## config.mk

```make
export PLATFORM = sky130hd
export DESIGN_NAME = bbw_ctrl
export DESIGN_NICKNAME = d
export VERILOG_FILES = /design/src/design/bbw_pkg.sv /design/src/design/bbw_ctrl.sv
export VERILOG_INCLUDE_DIRS = /design/src /design/src/design
export SDC_FILE = /design/constraint.sdc
export NUM_CORES = 1
export LEC_CHECK = 0
export BUFFER_PORTS_ARGS = -buffer_cell sky130_fd_sc_hd__buf_2
export CORE_MARGIN = 3
export CORE_UTILIZATION = 50
export DETAILED_ROUTE_END_ITERATION = 12
export GPL_ROUTABILITY_DRIVEN = 0
export PLACE_DENSITY = 0.75
export SLEW_MARGIN = 15
export SYNTH_ARGS = -nofsm -noshare
export SYNTH_HDL_FRONTEND = slang
export SYNTH_SLANG_ARGS = --single-unit
```

## constraint.sdc

```tcl
create_clock -name clk -period 1.92 [get_ports clk]
set_input_delay 0.192 -clock clk [delete_from_list [all_inputs] [get_ports clk]]
set_output_delay 0.192 -clock clk [all_outputs]
set_load 0.01 [all_outputs]
```

## src/design/bollinger_band_window_assert.svh

```systemverilog
// ----------------------------------------------------------------------------
// Assertion macros for the band window block
// Shared implication helpers, reported through $error.
// ----------------------------------------------------------------------------
`ifndef BOLLINGER_BAND_WINDOW_ASSERT_SVH
`define BOLLINGER_BAND_WINDOW_ASSERT_SVH

// Overlapping implication, reset disables.
`define BBW_ASSERT_IMP(label, clk, rst_n, ante, cons, msg) \
	label: assert property (@(posedge clk) disable iff (!rst_n) (ante) |-> (cons)) \
		else $error(msg);

// Next-cycle implication, reset disables.
`define BBW_ASSERT_NEXT(label, clk, rst_n, ante, cons, msg) \
	label: assert property (@(posedge clk) disable iff (!rst_n) (ante) |=> (cons)) \
		else $error(msg);

`endif

```

## src/design/bbw_pkg.sv

```systemverilog
// ----------------------------------------------------------------------------
// Band window package
// Shared constants and the controller-to-datapath command type.
// ----------------------------------------------------------------------------
package bbw_pkg;
	localparam int unsigned CfgIdxW = 1;
	localparam int unsigned CfgDataW = 12;
	localparam int unsigned LenW = 7;
	localparam int unsigned MultW = 12;
	localparam int unsigned OutPriceW = 32;
	localparam int unsigned BandW = 37;
	localparam logic [CfgIdxW-1:0] REG_WINDOW_LENGTH = 1'd0;
	localparam logic [CfgIdxW-1:0] REG_BAND_MULTIPLIER = 1'd1;

	typedef struct packed {
		logic load;      // take item into window, clear accumulators
		logic rd;        // issue a window read
		logic acc_sum;   // add read data to sum
		logic acc_sq;    // add squared deviation
		logic div_sum;   // one quotient step of sum/N
		logic div_sq;    // one quotient step of ssd/N
		logic sqrt_step; // one root step
		logic prep_div;  // arm divider with sum
		logic prep_div2; // arm divider with ssd
		logic prep_sqrt; // arm square root
		logic mul;       // band offset multiply
		logic fin;       // form result
	} bbw_cmd_t;
endpackage

```

## src/design/bbw_ctrl.sv

```systemverilog
// ----------------------------------------------------------------------------
// Band window controller
// Sequences window walks, division and root steps, holds the result.
// ----------------------------------------------------------------------------
module bbw_ctrl #(
	parameter int unsigned WindowMax = 64,
	parameter int unsigned PriceWidth = 32
) (
	input  logic clk,
	input  logic arst_n,
	input  logic in_valid,
	output logic in_ready,
	output logic out_valid,
	input  logic out_ready,
	input  logic [$clog2(WindowMax+1)-1:0] n,
	input  logic enough,
	output bbw_pkg::bbw_cmd_t cmd
);
	import bbw_pkg::*;
	`include "bollinger_band_window_assert.svh"
	localparam int unsigned CW = $clog2(WindowMax+1);
	localparam int unsigned SqW = 2*PriceWidth + CW;
	localparam int unsigned StW = $clog2(SqW+1);

	typedef enum logic [3:0] {
		S_IDLE, S_CHECK, S_SUM, S_DIV1, S_SQ, S_DIV2, S_ROOT, S_MUL, S_FIN, S_OUT
	} state_t;

	state_t state_q;
	logic [StW-1:0] cnt_q;
	logic [CW-1:0] rd_q;
	logic lag_q;

	assign in_ready = (state_q == S_IDLE);

	always_comb begin
		cmd = '0;
		cmd.load = in_valid && in_ready;
		unique case (state_q)
			S_SUM, S_SQ: begin
				cmd.rd = (rd_q != '0);
				cmd.acc_sum = (state_q == S_SUM) && lag_q;
				cmd.acc_sq = (state_q == S_SQ) && lag_q;
			end
			S_DIV1: begin
				cmd.prep_div = (cnt_q == '0);
				cmd.div_sum = (cnt_q != '0);
			end
			S_DIV2: begin
				cmd.prep_div2 = (cnt_q == '0);
				cmd.div_sq = (cnt_q != '0);
			end
			S_ROOT: begin
				cmd.prep_sqrt = (cnt_q == '0);
				cmd.sqrt_step = (cnt_q != '0);
			end
			S_MUL: cmd.mul = 1'b1;
			S_FIN: cmd.fin = 1'b1;
			default: ;
		endcase
	end

	always_ff @(posedge clk or negedge arst_n) begin
		if (!arst_n) begin
			state_q <= S_IDLE;
			cnt_q <= '0;
			rd_q <= '0;
			lag_q <= 1'b0;
			out_valid <= 1'b0;
		end else begin
			unique case (state_q)
				S_IDLE: if (in_valid) state_q <= S_CHECK;
				S_CHECK: begin
					if (enough) begin
						state_q <= S_SUM;
						rd_q <= n;
						lag_q <= 1'b0;
					end else state_q <= S_IDLE;
				end
				S_SUM, S_SQ: begin
					lag_q <= (rd_q != '0);
					if (rd_q != '0) rd_q <= rd_q - CW'(1);
					if (rd_q == '0 && !lag_q) begin
						cnt_q <= '0;
						state_q <= (state_q == S_SUM) ? S_DIV1 : S_DIV2;
					end
				end
				S_DIV1, S_DIV2: begin
					if (cnt_q == StW'(SqW)) begin
						cnt_q <= '0;
						if (state_q == S_DIV1) begin
							state_q <= S_SQ;
							rd_q <= n;
							lag_q <= 1'b0;
						end else state_q <= S_ROOT;
					end else cnt_q <= cnt_q + StW'(1);
				end
				S_ROOT: begin
					if (cnt_q == StW'(PriceWidth)) state_q <= S_MUL;
					else cnt_q <= cnt_q + StW'(1);
				end
				S_MUL: state_q <= S_FIN;
				S_FIN: begin
					state_q <= S_OUT;
					out_valid <= 1'b1;
				end
				S_OUT: if (out_ready) begin
					out_valid <= 1'b0;
					state_q <= S_IDLE;
				end
				default: state_q <= S_IDLE;
			endcase
		end
	end

	`BBW_ASSERT_IMP(a_valid_in_out, clk, arst_n, out_valid, state_q == S_OUT, "result outside out state")
	`BBW_ASSERT_NEXT(a_load_check, clk, arst_n, cmd.load, state_q == S_CHECK, "load not followed by check")
	`BBW_ASSERT_IMP(a_no_accept_busy, clk, arst_n, state_q != S_IDLE, !in_ready, "ready while busy")
endmodule

```

==> summary.txt, run 1 <==
Yosys
  – Seq/Total Area, Yosys: 0.339
  – Distinct cell type count after synthesis: 50
  – #FFs+latches synth: 20
  – Mapped Avg Cell Area: roughly 8.3 µm²
  – Post-Synthesis Cells: about 180
  – Asr flop ratio synth: 1.00
  – Yosys warnings: 0
  – Mapped Area: around 0.0015 mm²
  – Post-synth EDFFs: 0
  – Synth Net Count: slightly below 200
  – Primary FF master, synth: dfrtp_1

Floorplanning
  – Die X: between 60 and 70 µm
  – Core area: 0.00278 mm²
  – I/O pin cnt: 26
  – Full die area: between 0.003 and 0.004 mm²
  – Die Ht: 60.3 µm
  – Number of placement rows: 19
  – Starting density of the core: 0.530

Power and ir drop
  – PwrDens: ~1100 mW/mm²
  – Max IR drop VDD: between 0.0006 and 0.0007 V
  – Clock Power Share: 0.096
  – Sw Pwr: around 0.00093 W
  – Comb power frac: 0.581
  – Internal power: about 0.0012 W
  – Register share of total power: 0.323
  – Net Sw Frac: 0.440
  – LEAKAGE: between 0.8 and 0.9 nW

Global routing
  – Total GRT Usage: 0.196
  – Antenna violations before repair: 0
  – Pin count of the biggest net entering global routing: 21
  – Vias in the first global route: roughly 1300
  – GRT overflow: 0
  – First-pass GRT wire length: about 5.4 mm

Drt
  – Vias per cell: roughly 6.0
  – DR iter-0 viols: 79
  – Via count: between 1000 and 1500
  – Residual DRC count: 0
  – DR WL/cell: between 10 and 15 µm
  – Post-DRT Antenna Nets: 0
  – Final WL: around 3.6 mm
  – Initial DRT Pass Iterations: 4

STA
  – Final setup fails: 14
  – Sum Neg Setup Slack: -1800 ps
  – F_max: 450 MHz
  – Slew Limit Fails: 0
  – Final worst slack: -304 ps
  – Tcrit/Tclk final: 1.16
  – Slew HR: 0.690
  – Final clock skew: 11.2 ps
  – Crit path time final: about 2200 ps
  – RSZ-0062 raised after global routing: yes
  – Hold Vio Cnt, Final: 0
  – Slew @ Worst Pin: around 470 ps
  – Worst Hold Slack: around 160 ps

Layout
  – # diodes: 0
  – Post-layout nets: roughly 240
  – P&R area growth vs syn: 26.8%
  – Share of cells above drive strength 1: 0.335
  – Finished layout cell area: between 0.0015 and 0.002 mm²

Hold path
  – HP Class: in2reg

Critical path
  – Endpoint class of the critical path: primary output
  – Crit-path max FO: 3
  – Crit path arrival time: roughly 2000 ps
  – Kind of critical path: reg2out
  – Worst Path Required: 1730 ps
  – Startpoint types: flip-flop

CTS
  – Root Buffer: clkbuf_4
  – Num CTS Buffers: 3
  – CTS tree: done
  – Sink Count: 20
  – Max Root-Sink Buffers: 2
  – Clock transition at path regs: around 120 ps
  – Number of H-tree levels: 1
  – Later-pin clock latency in the skew report: approximately 300 ps

Flow run
  – MaxCap Viol Count: 0

Outcome
  – Status: finished with violations
  – Failing checks: setup timing

Place
  – Final HPWL DP: 2.57 mm
  – IO Port Bufs: 25
  – Placement Cell Area: about 0.0017 mm²
-- cell type report --
cell class	count	area (µm²)
inverter	7	26.3
tap	31	38.8
multi-input combinational	141	972
sequential	20	503
fill	231	911
timing repair buffer	47	308
clock buffer	3	22.5
-- registers in the layout (all words and copies together) (netlist names) --
signal and cells:
cnt_q 7, out_valid 1, rd_q 7, state_q 4, lag_q 1
-- worst paths after layout --
path,start,to,slack [ps],cells past startpoint
worst max-delay path,cnt_q[0]$_DFFE_PN0P_,cmd[4],-300,6
worst min-delay path,n[2],rd_q[2]$_DFFE_PN0P_,160,3
worst max register to register,cnt_q[0]$_DFFE_PN0P_,cnt_q[2]$_DFFE_PN0P_,-140,8
worst min register to register,out_valid$_DFFE_PN0P_,out_valid$_DFFE_PN0P_,520,2
max in group asynchronous,arst_n,state_q[3]$_DFFE_PN0P_,1230,2
min in group asynchronous,arst_n,rd_q[5]$_DFFE_PN0P_,350,2
-- per-layer routing --
metal | wire length (µm) | up-vias | track usage
li1 | - | 739 | -
met1 | 1620 | 713 | 0.247
met2 | 1840 | 30 | 0.327
met3 | 105 | 4 | 0.0302
met4 | 29 | 0 | 0.0918
met5 | 0 | - | 0
-- worst max-delay path, cell delays in order, from the launching register on --
cell,delay [ps]
dfrtp_1,410
inv_2,90
ha_4,120
or4b_4,460
or3_4,360
nor4_2,120
buf_2,160
-- cell usage in the layout (no fill, tap or decap), types with 3 or more instances in the layout --
master    netlist  final
nor3_1          5      4
and3_1          7      7
nor2b_1         5      5
ha_1            4      3
inv_1           7      5
nor4_1          5      4
a22o_1          4      4
buf_2           3     25
dfrtp_1        20     18
o21ai_1        19     18
buf_4           0     17
a21oi_1         6      6
buf_6           0      4
nor2_1         23     23
nand2b_1        4      4
or3_1           4      3
nand2_1        11     11
clkbuf_4        0      3
-- metrics by stage --
step	total power, W	instances	setup slack (ps)	utilization
after floorplan	0.00147	177	15.9	-
after global placement	0.00173	240	32.9	0.621
final	0.00211	249	-304	0.673
after detailed placement	0.00177	240	-34.6	0.621
after global routing	0.00229	249	-389	0.673
after CTS	0.00201	246	-285	0.641
-- logic make-up (layout without fill, tap and decap cells) --
group	after synthesis	in the layout	synth area share
AND/OR/NAND/NOR	83	83	0.311
AO/OA/AOI/OAI	50	50	0.232
flip-flops	20	20	0.339
buffers and inverters	16	57	0.0433
adder cells (fa/ha/maj)	4	4	0.0339
multiplexers	3	3	0.0297
XOR/XNOR	1	1	0.0110
-- cell usage after synthesis, drive strengths merged, types with 4 or more instances --
cell,number,area (µm²)
a22o,4,35.0
nand2b,4,25.0
nor3,6,35.0
nand2,12,47.6
inv,7,26.3
nand3,4,20.0
a21oi,6,30.0
dfrtp,20,500
o21ai,20,111
nor2,23,86.3
nor4,5,31.3
nor2b,5,31.3
or3,4,25.0
and3,7,43.8
clkbuf,6,22.5
ha,4,50.1
-- power groups by stage --
stage | logic, W | clock network, W | registers (W)
6_report | 0.00123 | 0.000201 | 0.000682
5_1_grt | 0.00137 | 0.000221 | 0.000703
4_1_cts | 0.00112 | 0.000213 | 0.000679
3_5_place_dp | 0.00108 | 0 | 0.000689
3_3_place_gp | 0.00105 | 0 | 0.000677
2_1_floorplan | 0.000832 | 0 | 0.000642
-- timing repair --
| action | 4_1_cts | 5_1_grt |
|---|---|---|
| pin swaps | 2 | 9 |
| setup endpoints to repair | 7 | 17 |
| hold buffers | 1 | 0 |
| cloned | 0 | 0 |
| endpoints found under the hold margin | 20 | 0 |
| buffers inserted | 2 | 3 |
| resized for setup | 2 | 16 |
(Power assumes the default switching activity.)
==> run 2: changes to the inputs <==
--- a/config.mk
+++ b/config.mk
@@ -8,10 +8,11 @@
 export LEC_CHECK = 0
 export BUFFER_PORTS_ARGS = -buffer_cell sky130_fd_sc_hd__buf_2
 export CORE_MARGIN = 3
-export CORE_UTILIZATION = 50
+export CORE_UTILIZATION = 52
+export CTS_BUF_LIST = sky130_fd_sc_hd__clkbuf_4
 export DETAILED_ROUTE_END_ITERATION = 12
 export GPL_ROUTABILITY_DRIVEN = 0
-export PLACE_DENSITY = 0.75
+export PLACE_DENSITY = 0.78
 export SLEW_MARGIN = 15
 export SYNTH_ARGS = -nofsm -noshare
 export SYNTH_HDL_FRONTEND = slang
==> summary.txt, run 2 (synthesis gave the netlist of run 1 again) <==
STA
  – F_max: approximately 450 MHz
  – Tcrit/Tclk final: 1.17
  – RSZ-0062 raised after global routing: yes
  – Crit path time final: between 2000 and 2500 ps
  – Sum Neg Setup Slack: -2880 ps
  – Hold Vio Cnt, Final: 0
  – Slew HR: 0.536
  – Worst Hold Slack: about 140 ps
  – Final worst slack: -318 ps
  – Slew @ Worst Pin: ~700 ps
  – Final clock skew: approximately 16 ps
  – Final setup fails: 15
  – Slew Limit Fails: 0

CTS
  – Clock transition at path regs: 130 ps
  – Root Buffer: clkbuf_4
  – Max Root-Sink Buffers: 2
  – Sink Count: 20
  – Number of H-tree levels: 1
  – Num CTS Buffers: 3
  – CTS tree: done
  – Later-pin clock latency in the skew report: 310 ps

Drt
  – Post-DRT Antenna Nets: 0
  – Initial DRT Pass Iterations: 4
  – DR WL/cell: around 15 µm
  – Via count: 1516
  – Vias per cell: roughly 6.0
  – Residual DRC count: 0
  – Final WL: about 3.8 mm
  – DR iter-0 viols: 108

Layout
  – Multi-input gate area: approximately 970 µm²
  – Post-layout nets: between 200 and 250
  – # diodes: 0
  – Reg area: approximately 500 µm²
  – Final std cells w/o fill: between 200 and 300
  – Commonest non-fill, non-tap cell in the layout: buf_2
  – Finished layout cell area: 0.00189 mm²
  – # fillers: 200
  – Leading cell types in the layout, fill and taps excluded: buf_2 (25), nor2_1 (23), dfrtp_1 (18), buf_4 (18), o21ai_1 (15)
  – Share of cells above drive strength 1: 0.335
  – P&R area growth vs syn: 28.4%
  – Final core utilization: 0.731
  – Biggest regs: cnt_q (7), rd_q (7), state_q (4)

Power and ir drop
  – Sw Pwr: roughly 0.00098 W
  – Clock Power Share: 0.099
  – LEAKAGE: approximately 0.91 nW
  – PwrDens: around 1200 mW/mm²
  – Net Sw Frac: 0.444
  – Internal power: 0.00123 W
  – Register share of total power: 0.306
  – Comb power frac: 0.596
  – Max IR drop VDD: 0.000910 V

Floorplanning
  – I/O pin cnt: 26
  – Core area: between 0.002 and 0.003 mm²
  – Die X: a little under 60 µm
  – Die Ht: 59.3 µm
  – Number of placement rows: 18
  – Starting density of the core: 0.570
  – Full die area: 0.00351 mm²

Critical path
  – Startpoint types: flip-flop
  – Worst path slowest cell: or4b_4
  – Endpoint class of the critical path: primary output
  – Crit-path max FO: 3
  – Kind of critical path: reg2out
  – Crit-path cells: inv_2, ha_1, or4b_4, or3_4, nor4_2, buf_2
  – WP buf/inv: 2
  – Max incr delay on CP: roughly 480 ps
  – Worst Path Required: between 1500 and 2000 ps
  – Top delay family on crit path: simple AND/OR/NAND/NOR gates
  – Crit path arrival time: 2050 ps

Global routing
  – Total GRT Usage: 0.230
  – Vias in the first global route: around 1500
  – GRT overflow: 0
  – First-pass GRT wire length: between 6 and 7 mm
  – Pin count of the biggest net entering global routing: 24
  – Antenna violations before repair: 0

Place
  – Post-placement cell count: 240
  – Placement Cell Area: between 0.0015 and 0.002 mm²
  – IO Port Bufs: 25
  – Final HPWL DP: around 2.6 mm

Outcome
  – Status: finished with violations
  – Failing checks: setup timing

Hold path
  – HP Class: in2reg

Flow run
  – MaxCap Viol Count: 0
-- run 2: cell types whose count changed in the layout (fill, tap and decap cells not counted), moves of 2 or more --
cell     delta
nand3_1     +2
nand3_2     -2
o21ai_1     -3
o21ai_2     +3
-- run 2: power by group through the flow --
stage	clock (W)	combinational, W	sequential, W
4_1_cts	0.000221	0.00119	0.000671
3_5_place_dp	0	0.00111	0.000679
6_report	0.000218	0.00131	0.000675
3_3_place_gp	0	0.00108	0.000669
5_1_grt	0.000241	0.00145	0.000702
2_1_floorplan	0	0.000832	0.000642
-- run 2: cell type report --
type                    instances  share of cell area
flip-flops and latches         20               0.266
inverters                       7              0.0139
multi-input cells             141               0.515
clock inverters                 1             0.00198
clock buffers                   3              0.0119
well taps                      30              0.0198
repair buffers                 49               0.172
-- run 2: path summary, 6_finish.rpt --
| kind | start | endpoint | slack (ps) | cells after the start |
|---|---|---|---|---|
| setup / recovery | cnt_q[0]$_DFFE_PN0P_ | cmd[4] | -320 | 6 |
| hold / removal | n[2] | rd_q[2]$_DFFE_PN0P_ | 140 | 3 |
| setup reg to reg | cnt_q[0]$_DFFE_PN0P_ | cnt_q[2]$_DFFE_PN0P_ | -260 | 9 |
| hold reg to reg | out_valid$_DFFE_PN0P_ | out_valid$_DFFE_PN0P_ | 510 | 2 |
| max in group asynchronous | arst_n | state_q[2]$_DFFE_PN0P_ | 1200 | 2 |
| min in group asynchronous | arst_n | rd_q[5]$_DFFE_PN0P_ | 350 | 2 |
-- run 2: stage by stage --
stage	total power (W)	setup slack [ps]
finish	0.00221	-318
global route	0.00240	-399
CTS	0.00208	-303
detailed placement	0.00179	-29.5
global placement	0.00174	14.7
floorplan	0.00147	15.9
-- run 2: worst min-delay path, delay by kind of cell --
family	cells	cell delay (ps)
compound gates	2	160
buf+inv	1	70
-- run 2: metal layers --
layer,global-route usage,wire length (µm),part of all wire
met2,0.387,1870,0.49
met5,0,0,0
met1,0.288,1680,0.44
met4,0.117,87,0.023
met3,0.0261,170,0.045
-- run 2: timing repair --
action / in CTS / in global routing
endpoints found under the hold margin: 20 / 0
pin swaps: 8 / 5
hold buffers: 1 / 0
setup endpoints to repair: 7 / 17
resized for setup: 7 / 11
buffers inserted: 4 / 2
